### config.mk
export PLATFORM = sky130hd
export DESIGN_NAME = lprt_cell
export DESIGN_NICKNAME = d
export VERILOG_FILES = /design/src/hw/rtl/lprt_pkg.sv /design/src/hw/rtl/lprt_cell.sv
export SDC_FILE = /design/constraint.sdc
export NUM_CORES = 1
export LEC_CHECK = 0
export BUFFER_PORTS_ARGS = -buffer_cell sky130_fd_sc_hd__buf_2
export CAP_MARGIN = 20
export CORE_AREA = 2 2 385 387
export DETAILED_ROUTE_END_ITERATION = 7
export DIE_AREA = 0 0 387 389
export HOLD_SLACK_MARGIN = 0.06
export PLACE_DENSITY = 0.45
export SLEW_MARGIN = 20
export SYNTH_ARGS = -nofsm -noshare
export SYNTH_HDL_FRONTEND = slang
export SYNTH_SLANG_ARGS = --single-unit
### constraint.sdc
create_clock -name clk -period 3.2 [get_ports clk]
set_input_delay 0.64 -clock clk [delete_from_list [all_inputs] [get_ports clk]]
set_output_delay 0.64 -clock clk [all_outputs]
set_load 0.1 [all_outputs]
### src/hw/rtl/lprt_pkg.sv
`default_nettype none
package lprt_pkg;

    // Table size default and fixed widths
    localparam int ENTRIES_DEF = 16;
    localparam int IDX_W = 8;
    localparam int ADDR_W = 128;
    localparam int MASK_BYTES = ADDR_W / 8;

    // Only the top 32 address bits are meaningful for IPv4.
    localparam logic [ADDR_W-1:0] V4_MASK = {32'hFFFF_FFFF, 96'h0};

    localparam logic [1:0] FAM_V4 = 2'd1;
    localparam logic [1:0] FAM_V6 = 2'd2;

    typedef enum logic [1:0] {
        REQ_ADD    = 2'd0,
        REQ_REMOVE = 2'd1,
        REQ_LOOKUP = 2'd2,
        REQ_BAD    = 2'd3
    } req_kind_t;

    typedef enum logic [1:0] {
        STS_OK        = 2'd0,
        STS_INVALID   = 2'd1,
        STS_FULL      = 2'd2,
        STS_NOT_FOUND = 2'd3
    } status_t;

    typedef enum logic [1:0] {
        S_IDLE,
        S_PREP,
        S_SCAN,
        S_DONE
    } state_t;

    // Request broadcast to every cell during a scan
    typedef struct packed {
        logic              v6;
        logic [ADDR_W-1:0] dest;
        logic [7:0]        prefix;
    } req_bc_t;

    // Running record that travels down the cell chain
    typedef struct packed {
        logic              best_found;
        logic [7:0]        best_prefix;
        logic [31:0]       best_metric;
        logic [IDX_W-1:0]  best_idx;
        logic [7:0]        best_ifc;
        logic [ADDR_W-1:0] best_gw;
        logic              match_found;
        logic [IDX_W-1:0]  match_idx;
        logic              free_found;
        logic [IDX_W-1:0]  free_idx;
    } scan_rec_t;

    // Write broadcast to the cells
    typedef struct packed {
        logic              en;
        logic              clear;
        logic [IDX_W-1:0]  idx;
        logic              v6;
        logic [ADDR_W-1:0] dest;
        logic [ADDR_W-1:0] mask;
        logic [7:0]        prefix;
        logic [ADDR_W-1:0] gw;
        logic [7:0]        ifc;
        logic [31:0]       metric;
    } wr_bc_t;

    // A mask byte is well formed if it is a run of leading ones.
    function automatic logic byte_ok(input logic [7:0] b);
        logic [7:0] nb;
        nb = ~b;
        return (nb & (nb + 8'd1)) == 8'd0;
    endfunction

    function automatic logic [3:0] ones8(input logic [7:0] b);
        logic [3:0] n;
        n = 4'd0;
        for (int k = 0; k < 8; k++)
        begin
            n = n + {3'd0, b[k]};
        end
        return n;
    endfunction

endpackage
`default_nettype wire

### src/hw/rtl/lprt_cell.sv
`default_nettype none
module lprt_cell #(
    parameter int IDX = 0
) (
    input  wire                       clk,
    input  wire                       rst_n,
    input  wire lprt_pkg::req_bc_t    req,
    input  wire lprt_pkg::wr_bc_t     wr,
    input  wire                       in_v,
    input  wire lprt_pkg::scan_rec_t  in_rec,
    output logic                      out_v,
    output lprt_pkg::scan_rec_t       out_rec
);

    logic                          valid_reg;
    logic                          v6_reg;
    logic [lprt_pkg::ADDR_W-1:0]   dest_reg;
    logic [lprt_pkg::ADDR_W-1:0]   mask_reg;
    logic [7:0]                    prefix_reg;
    logic [lprt_pkg::ADDR_W-1:0]   gw_reg;
    logic [7:0]                    ifc_reg;
    logic [31:0]                   metric_reg;
    logic                          out_v_reg;
    lprt_pkg::scan_rec_t           out_rec_reg;
    lprt_pkg::scan_rec_t           rec_next;
    logic                          sel;
    logic                          hit_lkp;
    logic                          hit_exact;
    logic                          better;

    assign sel = wr.en && (wr.idx == lprt_pkg::IDX_W'(IDX));

    // Valid flag of the stored route
    always_ff @(posedge clk or negedge rst_n)
    begin
        if (!rst_n)
        begin
            valid_reg <= 1'b0;
        end
        else if (sel)
        begin
            valid_reg <= !wr.clear;
        end
    end

    // Route payload
    always_ff @(posedge clk)
    begin
        if (sel && !wr.clear)
        begin
            v6_reg     <= wr.v6;
            dest_reg   <= wr.dest;
            mask_reg   <= wr.mask;
            prefix_reg <= wr.prefix;
            gw_reg     <= wr.gw;
            ifc_reg    <= wr.ifc;
            metric_reg <= wr.metric;
        end
    end

    // Compare this entry against the request and update the record.
    always_comb
    begin
        hit_lkp   = valid_reg && (v6_reg == req.v6) && ((req.dest & mask_reg) == dest_reg);
        hit_exact = valid_reg && (v6_reg == req.v6) && (dest_reg == req.dest)
                    && (prefix_reg == req.prefix);
        better    = !in_rec.best_found || (prefix_reg > in_rec.best_prefix)
                    || ((prefix_reg == in_rec.best_prefix)
                        && (metric_reg < in_rec.best_metric));
        rec_next = in_rec;
        if (hit_lkp && better)
        begin
            rec_next.best_found  = 1'b1;
            rec_next.best_prefix = prefix_reg;
            rec_next.best_metric = metric_reg;
            rec_next.best_idx    = lprt_pkg::IDX_W'(IDX);
            rec_next.best_ifc    = ifc_reg;
            rec_next.best_gw     = gw_reg;
        end
        if (hit_exact && !in_rec.match_found)
        begin
            rec_next.match_found = 1'b1;
            rec_next.match_idx   = lprt_pkg::IDX_W'(IDX);
        end
        if (!valid_reg && !in_rec.free_found)
        begin
            rec_next.free_found = 1'b1;
            rec_next.free_idx   = lprt_pkg::IDX_W'(IDX);
        end
    end

    // Hand the record to the next cell.
    always_ff @(posedge clk or negedge rst_n)
    begin
        if (!rst_n)
        begin
            out_v_reg <= 1'b0;
        end
        else
        begin
            out_v_reg <= in_v;
        end
    end

    always_ff @(posedge clk)
    begin
        out_rec_reg <= rec_next;
    end

    assign out_v   = out_v_reg;
    assign out_rec = out_rec_reg;

endmodule
`default_nettype wire

==> summary by stage, run 1 <==
Run status
The run finished, with violations left. The final reports fail on setup timing.

Global routing
The met3 global-route usage is 0.05589. Across every metal layer, demand over resource in global routing totals 0.1604. The highest-utilization routing layer at the global route stage is met2. The first global-routing pass estimated 162,800 um of wire.

The fraction of met2 tracks used by global routing is 0.2576. The remaining global-route overflow is 0. The met1 track demand over resource is 0.2053. The maximum number of pins on one net before global-route repair is 63. The via count of the first global-routing pass is 19,167. The number of antenna violations at the first check in global routing came to 59.

Critical path
Data arrives at the worst endpoint at 4.18 ns. In this run the critical register-to-register path is launched from dest_reg[0]. The kind of start point of the critical path is a register.

Along the worst path, the maximum fanout reaches 7. The type of the setup path with the least slack is reg -> reg. The kind of capture point of the worst setup path is a register. STA puts the critical path data required time at 3.74 ns.

The first element of the critical path is dest_reg[0].

STA
The number of hold-slack violations in the final timing report is 0. The transition time at the pin with the least slew margin is 0.8213 ns. The number of slew-limit violations in the final report was 0. The accumulated negative setup slack is -69.66 ns. Hold timing on the final database bottoms out at a slack of 0.1514 ns. Setup repair after global routing could not meet its margin everywhere. Measured against its own limit, the worst slew margin works out to 0.4562. The count of final setup violators is 185. In the finished design, the share of the clock period the worst path needs comes to 1.136. After layout, the minimum clock period comes to 3.635 ns.

The worst-case clock skew is 0.04317 ns. For this run, the top clock speed supported by timing is 275.1 MHz. Across all setup checks in the final design, the least slack found is -0.4348 ns.

Finish
The library cell used most frequently in the layout, excluding fill and tap cells, is sky130_fd_sc_hd__buf_2. Counting the fill cells in the layout gives 15,607. The count of non-filler cells in the finished layout is 4,873.

In the final layout, the share of cells above drive strength 1 is 0.5167. Leaving out fill and tap cells, the most frequent cells in the layout are 989 x sky130_fd_sc_hd__buf_2, 433 x sky130_fd_sc_hd__edfxtp_1, 261 x sky130_fd_sc_hd__buf_4. The area overhead of the layout relative to synthesis is 57.45%. The register with the most flip-flops in the layout has 203 of them. The final layout contains 3,688 nets.

Pwr
The worst IR drop on VDD is 0.6542 mV. The leakage dissipation is 15.56 nW. The cell area power density is 546.3 nW/um^2. The total power after layout is 20.36 mW.

Floorplanning
The die covers 150,500 um^2. The initial utilization of the core area, before any placement, comes to 0.1615. The die is 387 um wide. The core region is 146,600 um^2. In this run the core area contains 141 standard-cell rows. In this run the vertical extent of the chip is 389 um.

The top-level I/O count is 990.

Yosys
When the netlist entered floorplanning its net count stood at 2,291. The synthesized netlist contains 42 unique library cells. The number of enable flip-flop cells after synthesis is 433.

In this run the cell area of the synthesized design comes to 23,680 um^2. The top-area cell type share of the netlist area is 0.5492. Sorting the synthesized cells by area gives the leading types as sky130_fd_sc_hd__edfxtp_1 55%, sky130_fd_sc_hd__dfxtp_1 17%, sky130_fd_sc_hd__mux2_1 7.1%. The biggest area contributor in the post-synthesis netlist is sky130_fd_sc_hd__edfxtp_1. The average instance area after synthesis is 16.15 um^2. Counting flops and latches in the post-synthesis netlist gives 638. In the synthesized netlist the dominant register cell turns out to be sky130_fd_sc_hd__edfxtp_1. The number of cells produced by synthesis is 1,466. The sequential fraction of the synthesis area is 0.7230. Of all flip-flops after synthesis, the portion carrying an async set or reset was 0.003135. The Yosys step of the flow raised 0 warnings.

Clock tree
The tree is rooted in a sky130_fd_sc_hd__clkbuf_16. The number of sinks driven by the clock tree is 638. Clock-pin slew was measured on the worst setup and hold paths at 0.06 ns. The TritonCTS clock tree is done.

The number of clock buffers inserted by TritonCTS is 78. The number of H-tree branching levels is 3. The clock network latency to the later pin of the worst-skew pair is 0.67 ns.

The worst-case clock buffer depth is 3.

Route
The DRC violations left is 0. Summing over every cut layer, the via total after detailed routing is 18,554. Dividing the detail-routed via count by the number of cells gives 3.808. The detailed-route wire length per cell is 25.69 um. The remaining number of nets flagged by the antenna check after routing is 0. The detailed router finished its first iteration with 1,257 violations.

The routed design has 125,200 um of wire. The number of search-and-repair iterations in the first detailed-routing pass is 5.

Placed design
The placed cell count is 4,651. Detailed placement ended at an HPWL of 104,700 um. Routability-driven placement finished with a final weighted congestion of 0.9181.

Input and output buffers added on the ports amount to 989.

Flow run
Across the run, the number of max-cap violations was 0.

Min path
The hold path startpoint is wr[4]. The worst hold path belongs to the class in -> reg.
-- power by group --
group	internal (mW)	leakage [nW]	switching (mW)	total, mW
registers	8.94	5.63	0.0582	8.99
logic	0.741	8.69	1.59	2.33
clock network	5.27	1.25	3.77	9.03
-- cells by family (layout without fill, tap and decap cells) --
logic type	after synthesis	count (layout)	synth area share
AO/OA/AOI/OAI	144	144	0.04614
XOR/XNOR	138	138	0.05105
adder cells (fa/ha/maj)	39	39	0.02061
buffers and inverters	129	1589	0.02547
flip-flops	638	638	0.7230
multiplexers	176	176	0.08371
other	0	17	0
AND/OR/NAND/NOR	202	202	0.05005
-- final cells by class --
class                           count  area [um^2]  area share
Multi-Input combinational cell    699         6481      0.1739
Clock buffer                      109         2171     0.05824
Clock inverter                     34        410.4     0.01101
Tap cell                         1930         2415     0.06478
Timing Repair Buffer             1337         8232      0.2208
Sequential cell                   638        17120      0.4592
Antenna cell                       17        42.54    0.001141
Inverter                          109        409.1     0.01098
-- per-stage QoR --
step	utilization	instance area, um^2	setup WS [ns]
after floorplan	-	23710	-4.775
after global placement	0.2267	33240	-1.229
after detailed placement	0.2267	33240	-1.240
after CTS	0.2530	37080	-0.3480
after global routing	0.2542	37260	-0.4766
final	0.2543	37280	-0.4348
-- cells in the mapped netlist (3+ instances only) --
cell type,instances
sky130_fd_sc_hd__nor3_1,3
sky130_fd_sc_hd__mux2_2,26
sky130_fd_sc_hd__a221oi_1,22
sky130_fd_sc_hd__nand4_1,30
sky130_fd_sc_hd__nor2_1,13
sky130_fd_sc_hd__nand2_1,19
sky130_fd_sc_hd__mux2_1,150
sky130_fd_sc_hd__inv_1,109
sky130_fd_sc_hd__nand2b_1,7
sky130_fd_sc_hd__o2111ai_1,3
sky130_fd_sc_hd__a21oi_1,20
sky130_fd_sc_hd__nor2b_1,70
sky130_fd_sc_hd__or4_1,4
sky130_fd_sc_hd__a22o_1,23
sky130_fd_sc_hd__edfxtp_1,433
sky130_fd_sc_hd__ha_1,39
sky130_fd_sc_hd__a2111oi_0,18
sky130_fd_sc_hd__xor2_1,136
sky130_fd_sc_hd__buf_6,14
sky130_fd_sc_hd__o21ai_0,7
sky130_fd_sc_hd__dfxtp_1,203
sky130_fd_sc_hd__a211oi_1,5
sky130_fd_sc_hd__buf_4,3
sky130_fd_sc_hd__nor4_1,43
sky130_fd_sc_hd__o22ai_1,23
sky130_fd_sc_hd__a22oi_1,16
sky130_fd_sc_hd__and2_1,8
-- worst paths after layout --
path | endpoint | slack, ns | cells after the start
max in group asynchronous | out_v | 2.81 | 2
setup / recovery | out_rec[73] | -0.43 | 12
min in group asynchronous | valid_reg | 0.29 | 2
setup reg to reg | out_rec[73] | -0.43 | 12
hold / removal | metric_reg[4] | 0.15 | 1
hold reg to reg | out_rec[99] | 0.44 | 1
-- worst max-delay path: stages (launching register included) --
cell and delay (ns):
sky130_fd_sc_hd__edfxtp_1 0.50, sky130_fd_sc_hd__xor2_1 0.21, sky130_fd_sc_hd__a22o_1 0.30, sky130_fd_sc_hd__a221oi_2 0.25, sky130_fd_sc_hd__nand4_1 0.29, sky130_fd_sc_hd__or4_4 0.57, sky130_fd_sc_hd__a2111oi_4 0.40, sky130_fd_sc_hd__buf_12 0.16
sky130_fd_sc_hd__buf_12 0.11, sky130_fd_sc_hd__buf_16 0.15, sky130_fd_sc_hd__buf_12 0.13, sky130_fd_sc_hd__buf_16 0.12, sky130_fd_sc_hd__mux2_1 0.31
-- what timing repair did --
action | in CTS | in global routing
hold buffers | 41 | 0
setup endpoints to repair | 185 | 185
cloned | 6 | 3
setup buffers | 12 | 2
hold endpoints to repair | 42 | 0
gates resized for setup | 131 | 12
pin swaps | 10 | 6
-- metal layers --
layer,vias up,part of all wire,routed length (um)
met4,44,0.022,2771
met1,9132,0.43,53580
met2,870,0.46,57610
met3,201,0.087,10930
met5,-,0.0024,299
li1,8307,-,-
Power figures use the tool's default switching activity.
==> run 2, diff against run 1 <==
- CORE_AREA: 2 2 385 387 -> 2 2 382 384
- DIE_AREA: 0 0 387 389 -> 0 0 384 386
- TNS_END_PERCENT: unset -> 100
==> summary by stage, run 2 (synthesized netlist as in run 1, its figures left out) <==
STA
The number of hold-slack violations in the final timing report came to 0 (unchanged). RSZ-0062 raised after global routing: true (unchanged). The worst-case clock skew is 0.02524 ns (was 0.04317 ns). The worst hold margin came to 0.1378 ns (was 0.1514 ns). The shortest clock period the worst path allows after layout is 3.438 ns (was 3.635 ns). The transition time at the pin with the least slew margin is 1.243 ns (was 0.8213 ns).

The maximum frequency from static timing analysis came to 290.8 MHz (was 275.1 MHz). The final critical-path share of the clock period is 1.074 (was 1.136). The number of slew-limit violations in the final report is 0 (unchanged). The count of final setup violators is 183 (was 185). The worst slew margin relative to its limit came to 0.1697 (was 0.4562). The least setup slack across all paths after layout was -0.2384 ns (was -0.4348 ns).

Critical path
The highest net fanout along the worst path came to 9 (was 7). The number of logic stages on the critical path including buffering is 11 (was 12). Crit-path cells: xor2_2 > a22o_2 > a221oi_4 > nand4_1 > or4_4 > a2111oi_4 > buf_6 > buf_12 > buf_12 > clkbuf_16 > mux2_2 (was xor2_1 > a22o_1 > a221oi_2 > nand4_1 > or4_4 > a2111oi_4 > buf_12 > buf_12 > buf_16 > buf_12 > buf_16 > mux2_1). The type of the setup path with the least slack is reg -> reg (unchanged). The number of cell instances on the worst register-to-register path came to 11 (was 12). The arrival time at the worst endpoint is 3.99 ns (was 4.18 ns).

The worst stage delay on the critical path came to 0.51 ns (was 0.57 ns). The cell type group with the largest total delay on the critical path is compound AO/OA/AOI/OAI gates (unchanged). The cell repeated most along the worst path is sky130_fd_sc_hd__buf_12 (unchanged). The kind of start point of the critical path is a register (unchanged). The sum of buffers and inverters on the critical path was 4 (was 5). The standard cell with the maximum stage delay on the critical path is sky130_fd_sc_hd__or4_4 (unchanged). The kind of capture point of the worst setup path is a register (unchanged). The data required time of the worst path is 3.75 ns (was 3.74 ns).

Min path
The worst hold path cell count is 1 (unchanged). The worst hold-check path type is in -> reg (unchanged).

Clock tree
The number of sinks driven by the clock tree is 638 (unchanged). The root buffer cell was sky130_fd_sc_hd__clkbuf_16 (unchanged). The number of H-tree branching levels is 3 (unchanged). The number of clock buffers inserted by TritonCTS is 79 (was 78). The worst-case clock buffer depth is 3 (unchanged). The clock-pin transition on the worst setup and hold timing paths is 0.06 ns (about the same).

The clock network latency to the later pin of the worst-skew pair is 0.68 ns (was 0.67 ns). The TritonCTS clock tree is done (unchanged).

Run status
Failing checks: setup timing (unchanged). Run status: finished, violations left (unchanged).

Floorplanning
The chip height is 386 um (was 389 um). The width of the chip is 384 um (was 387 um). The die area is 148,200 um^2 (was 150,500 um^2). The top-level I/O count is 990 (unchanged). The effective utilization at floorplan is 0.1638 (was 0.1615). The row count was 140 (was 141).

The standard cell core area is 144,500 um^2 (was 146,600 um^2).

Finish
The footprint of the flip-flops and latches was 17,120 um^2 (unchanged). The count of fill cells added during filler insertion is 15,283 (was 15,607). The share of the core filled with cells in the final layout came to 0.2610 (was 0.2543). The post-route cell area is 37,720 um^2 (was 37,280 um^2). The combined area of the multi-input logic cells is 6685 um^2 (was 6481 um^2). The flip-flop count of the largest register, all copies and words added is 203 (unchanged). The share of layout cells above drive strength 1 is 0.5474 (was 0.5167). The area overhead of the layout relative to synthesis is 59.32% (was 57.45%). The final-stage net count is 3,684 (was 3,688). Most frequent cells in the layout: 989 x sky130_fd_sc_hd__buf_2, 433 x sky130_fd_sc_hd__edfxtp_1, 270 x sky130_fd_sc_hd__buf_4 (was 989 x sky130_fd_sc_hd__buf_2, 433 x sky130_fd_sc_hd__edfxtp_1, 261 x sky130_fd_sc_hd__buf_4). The most common cell after layout, fill and taps aside is sky130_fd_sc_hd__buf_2 (unchanged).

Pwr
The worst IR drop on VDD was 0.5412 mV (was 0.6542 mV). The leakage dissipation is 15.87 nW (was 15.56 nW). The total power after layout is 21.00 mW (was 20.36 mW). The cell area power density is 556.6 nW/um^2 (was 546.3 nW/um^2).

Flow run
The number of maximum-capacitance constraint violations was 0 (unchanged).

Route
The average via count per standard cell is 3.789 (was 3.808). The number of search-and-repair iterations in the first detailed-routing pass is 5 (unchanged). The via count is 18,409 (was 18,554). The count of routing violations after the opening detailed-route iteration was 1,184 (was 1,257). The total wirelength of the detailed-routed design is 124,400 um (was 125,200 um). The DRC violations left is 0 (unchanged). The detailed-route wire length per cell is 25.60 um (was 25.69 um). The remaining number of nets flagged by the antenna check after routing is 0 (unchanged).

Global routing
The number of antenna violations at the first check in global routing was 84 (was 59). The remaining global-route overflow is 0 (unchanged). The via count of the first global-routing pass is 18,530 (was 19,167). The total routing usage reported by global routing is 0.1587 (was 0.1604). The global-route wire length before repair is 157,300 um (was 162,800 um). The maximum number of pins on one net before global-route repair is 51 (was 63).

Placed design
The detailed-placement wirelength estimate came to 103,300 um (was 104,700 um). The count of port buffers added during placement came to 989 (unchanged). The routability congestion estimate is 0.9098 (was 0.9181).

The post-placement cell area was 33,350 um^2 (was 33,240 um^2).
[run 2: cell count changes in the layout (fill, tap and decap cells not counted), sizes merged]
cell         change
dlygate4sd3     -21
buf             +11
bufinv           +6
clkinvlp         -1
inv              +1
clkinv           +4
clkbuf           -1
[run 2: through the flow]
step	worst slack [ns]	setup TNS (ns)	instances
floorplan	-4.775	-2071.87	1466
global placement	-0.9198	-159.76	4642
detailed placement	-0.9366	-161.20	4642
CTS	-0.2750	-39.47	4828
global route	-0.3443	-51.27	4850
finish	-0.2384	-31.23	4859
[run 2: area by class of cell]
cell class | count | area share
Clock inverter | 44 | 0.01596
Timing Repair Buffer | 1332 | 0.2194
Sequential cell | 638 | 0.4538
Tap cell | 1917 | 0.06359
Clock buffer | 103 | 0.05805
Antenna cell | 17 | 0.001128
Multi-Input combinational cell | 699 | 0.1772
Inverter | 109 | 0.01085
[run 2: final timing paths]
check | end | from | slack [ns]
min | dest_reg[37] | wr[341] | 0.14
min reg2reg | out_rec[138] | gw_reg[120] | 0.45
max reg2reg | out_rec[41] | dest_reg[12] | -0.24
min in group asynchronous | valid_reg | rst_n | 0.29
max in group asynchronous | out_v | rst_n | 2.80
max | out_rec[41] | dest_reg[12] | -0.24
[run 2: timing repair]
action                                  CTS  global route
hold endpoints to repair                 21             0
setup buffers                            15             9
pin swaps                                 4            18
hold buffers                             20             0
gates cloned                              5             9
resized for setup                        81           112
endpoints found under the setup margin  185           185
[run 2: layer usage]
metal / share of wire / GRT usage / vias to the layer above
met3: 0.091 / 0.05658 / 228
met5: 0.0028 / 0 / -
met2: 0.46 / 0.2557 / 877
li1: - / - / 8313
met1: 0.42 / 0.2000 / 8937
met4: 0.025 / 0.04248 / 54
[run 2: power by group]
group / total, mW / internal (mW) / switching (mW)
logic: 2.35 / 0.764 / 1.59
registers: 8.99 / 8.94 / 0.0553
clock network: 9.65 / 5.84 / 3.81
total: 21.0 / 15.5 / 5.45
==> run 3, diff against run 2 <==
- GPL_TIMING_DRIVEN: unset -> 0
==> summary by stage, run 3 (synthesized netlist as in run 1, its figures left out) <==
Run status
Run status: finished, violations left (unchanged). Failing checks: setup timing (unchanged).

Critical path
The arrival time at the worst endpoint is 4.19 ns (was 3.99 ns). Crit-path cells: xor2_1 > a22o_1 > a221oi_1 > nand4_1 > or4_4 > a2111oi_4 > buf_4 > buf_12 > buf_12 > buf_12 > mux2_4 (was xor2_2 > a22o_2 > a221oi_4 > nand4_1 > or4_4 > a2111oi_4 > buf_6 > buf_12 > buf_12 > clkbuf_16 > mux2_2). The sum of buffers and inverters on the critical path is 4 (unchanged).

The kind of capture point of the worst setup path is a register (unchanged). The worst stage delay on the critical path is 0.63 ns (was 0.51 ns). The cell repeated most along the worst path is sky130_fd_sc_hd__buf_12 (unchanged). The kind of start point of the critical path was a register (unchanged). The data required time of the worst path was 3.74 ns (was 3.75 ns).

The type of the setup path with the least slack is reg -> reg (unchanged). The standard cell with the maximum stage delay on the critical path is sky130_fd_sc_hd__or4_4 (unchanged). The cell type group with the largest total delay on the critical path is compound AO/OA/AOI/OAI gates (unchanged). The highest net fanout along the worst path is 10 (was 9).

Floorplanning
The standard cell core area came to 144,500 um^2 (unchanged). The die area is 148,200 um^2 (unchanged). The width of the chip is 384 um (unchanged).

The row count is 140 (unchanged). The chip height is 386 um (unchanged). The effective utilization at floorplan came to 0.1638 (unchanged). The top-level I/O count is 990 (unchanged).

STA
The least setup slack across all paths after layout is -0.4548 ns (was -0.2384 ns). The shortest clock period the worst path allows after layout came to 3.655 ns (was 3.438 ns). The worst-case clock skew is 0.04212 ns (was 0.02524 ns). The number of hold-slack violations in the final timing report came to 0 (unchanged). The count of final setup violators is 185 (was 183). The transition time at the pin with the least slew margin came to 1.278 ns (was 1.243 ns). The number of slew-limit violations in the final report was 0 (unchanged). The final critical-path share of the clock period was 1.142 (was 1.074). The accumulated negative setup slack is -69.83 ns (was -31.23 ns). The worst slew margin relative to its limit is 0.1464 (was 0.1697). The maximum frequency from static timing analysis came to 273.6 MHz (was 290.8 MHz). RSZ-0062 raised after global routing: true (unchanged).

Clock tree
The TritonCTS clock tree is done (unchanged). The clock network latency to the later pin of the worst-skew pair is 0.68 ns (about the same). The root buffer cell is sky130_fd_sc_hd__clkbuf_16 (unchanged). The number of clock buffers inserted by TritonCTS is 79 (unchanged). The worst-case clock buffer depth came to 3 (unchanged). The clock-pin transition on the worst setup and hold timing paths is 0.06 ns (about the same). The number of H-tree branching levels is 3 (unchanged).

The number of sinks driven by the clock tree was 638 (unchanged).

Route
The total wirelength of the detailed-routed design is 121,900 um (was 124,400 um). The count of routing violations after the opening detailed-route iteration is 1,150 (was 1,184). The detailed-route wire length per cell is 26.33 um (was 25.60 um). The average via count per standard cell is 3.809 (was 3.789). The remaining number of nets flagged by the antenna check after routing is 0 (unchanged). The via count is 17,634 (was 18,409).

The DRC violations left is 0 (unchanged). The number of search-and-repair iterations in the first detailed-routing pass is 5 (unchanged).

Finish
The share of the core filled with cells in the final layout is 0.2492 (was 0.2610). The final-stage net count is 3,451 (was 3,684). The share of layout cells above drive strength 1 is 0.5141 (was 0.5474). The area overhead of the layout relative to synthesis is 52.09% (was 59.32%). Most frequent cells in the layout: 991 x sky130_fd_sc_hd__buf_2, 433 x sky130_fd_sc_hd__edfxtp_1, 203 x sky130_fd_sc_hd__dfxtp_1 (was 989 x sky130_fd_sc_hd__buf_2, 433 x sky130_fd_sc_hd__edfxtp_1, 270 x sky130_fd_sc_hd__buf_4). The post-route cell area came to 36,010 um^2 (was 37,720 um^2). The most common cell after layout, fill and taps aside is sky130_fd_sc_hd__buf_2 (unchanged). The flip-flop count of the largest register, all copies and words added was 203 (unchanged).

Flow run
The number of maximum-capacitance constraint violations is 0 (unchanged).

Placed design
The routability congestion estimate is 0.9103 (was 0.9098). The setup slack at placement is -1.544 ns (was -0.9366 ns). The count of port buffers added during placement was 989 (unchanged).

The post-placement cell area is 31,620 um^2 (was 33,350 um^2). The detailed-placement wirelength estimate is 102,800 um (was 103,300 um).

Min path
The worst hold-check path type was in -> reg (unchanged).

Global routing
The total routing usage reported by global routing is 0.1562 (was 0.1587). The global-route wire length before repair came to 154,200 um (was 157,300 um). The via count of the first global-routing pass is 17,782 (was 18,530). The remaining global-route overflow was 0 (unchanged). The number of antenna violations at the first check in global routing is 51 (was 84). The maximum number of pins on one net before global-route repair came to 28 (was 51).

Pwr
The leakage dissipation is 14.72 nW (was 15.87 nW). The worst IR drop on VDD was 0.4314 mV (was 0.5412 mV). The cell area power density came to 562.0 nW/um^2 (was 556.6 nW/um^2).
==> run 3: cell count changes in the layout (fill, tap and decap cells not counted), sizes merged, moves of 2 or more <==
cell and change:
diode +3, buf -252, dlygate4sd3 +21, clkinv +2
bufinv -9, clkbuf +2
==> run 3: power breakdown <==
part           total, mW  switching [mW]  leakage, nW  internal, mW
Clock               8.99            3.84         1.27          5.15
Combinational       2.26            1.58         7.82         0.689
Sequential          8.98          0.0469         5.63          8.94
==> run 3: final cells by class <==
cell class,instances,area (um^2)
flip-flops and latches,638,17120
multi-input cells,699,6771
diodes,20,50.05
clock buffers,108,2207
plain buffers,17,336.6
well taps,1917,2399
inverters,109,412.9
clock inverters,39,394.1
fillers,15306,108500
repair buffers,1082,6320
==> run 3: worst paths after layout <==
path	startpoint	to	slack [ns]	cells after the start
max	dest_reg[45]	out_rec[178]	-0.45	11
min reg2reg	gw_reg[101]	out_rec[119]	0.45	1
max in group asynchronous	rst_n	valid_reg	2.81	2
min in group asynchronous	rst_n	out_v	0.29	2
min	wr[213]	mask_reg[37]	0.14	1
max reg2reg	dest_reg[45]	out_rec[178]	-0.45	11
==> run 3: routing by layer <==
layer | part of all wire | GRT usage | vias to the layer above
met4 | 0.022 | 0.03994 | 30
met5 | 0.0017 | 0 | -
met2 | 0.47 | 0.2531 | 910
li1 | - | - | 7852
met3 | 0.093 | 0.05488 | 186
met1 | 0.41 | 0.1967 | 8656
==> run 3: worst reg2reg max path, cell delays in order, from the launching register on <==
cell	delay, ns
sky130_fd_sc_hd__edfxtp_1	0.39
sky130_fd_sc_hd__xor2_1	0.22
sky130_fd_sc_hd__a22o_1	0.28
sky130_fd_sc_hd__a221oi_1	0.55
sky130_fd_sc_hd__nand4_1	0.23
sky130_fd_sc_hd__or4_4	0.63
sky130_fd_sc_hd__a2111oi_4	0.25
sky130_fd_sc_hd__buf_4	0.19
sky130_fd_sc_hd__buf_12	0.12
sky130_fd_sc_hd__buf_12	0.16
sky130_fd_sc_hd__buf_12	0.15
sky130_fd_sc_hd__mux2_4	0.35
==> run 3: repair_timing <==
action | in CTS | in global routing
setup endpoints to repair | 215 | 185
hold endpoints to repair | 42 | 0
pin swaps | 8 | 6
resized for setup | 207 | 60
hold buffers | 41 | 0
buffers inserted | 17 | 3
gates cloned | 5 | 4
==> run 3: metrics by stage <==
step | total power [mW] | std cells | hold slack, ns
2_1_floorplan | 10.39 | 1466 | 0.3444
3_3_place_gp | 11.28 | 4372 | 0.4290
3_5_place_dp | 11.29 | 4398 | 0.4286
4_1_cts | 20.52 | 4607 | 0.06009
5_1_grt | 20.91 | 4618 | 0.06878
6_report | 20.24 | 4629 | 0.1415
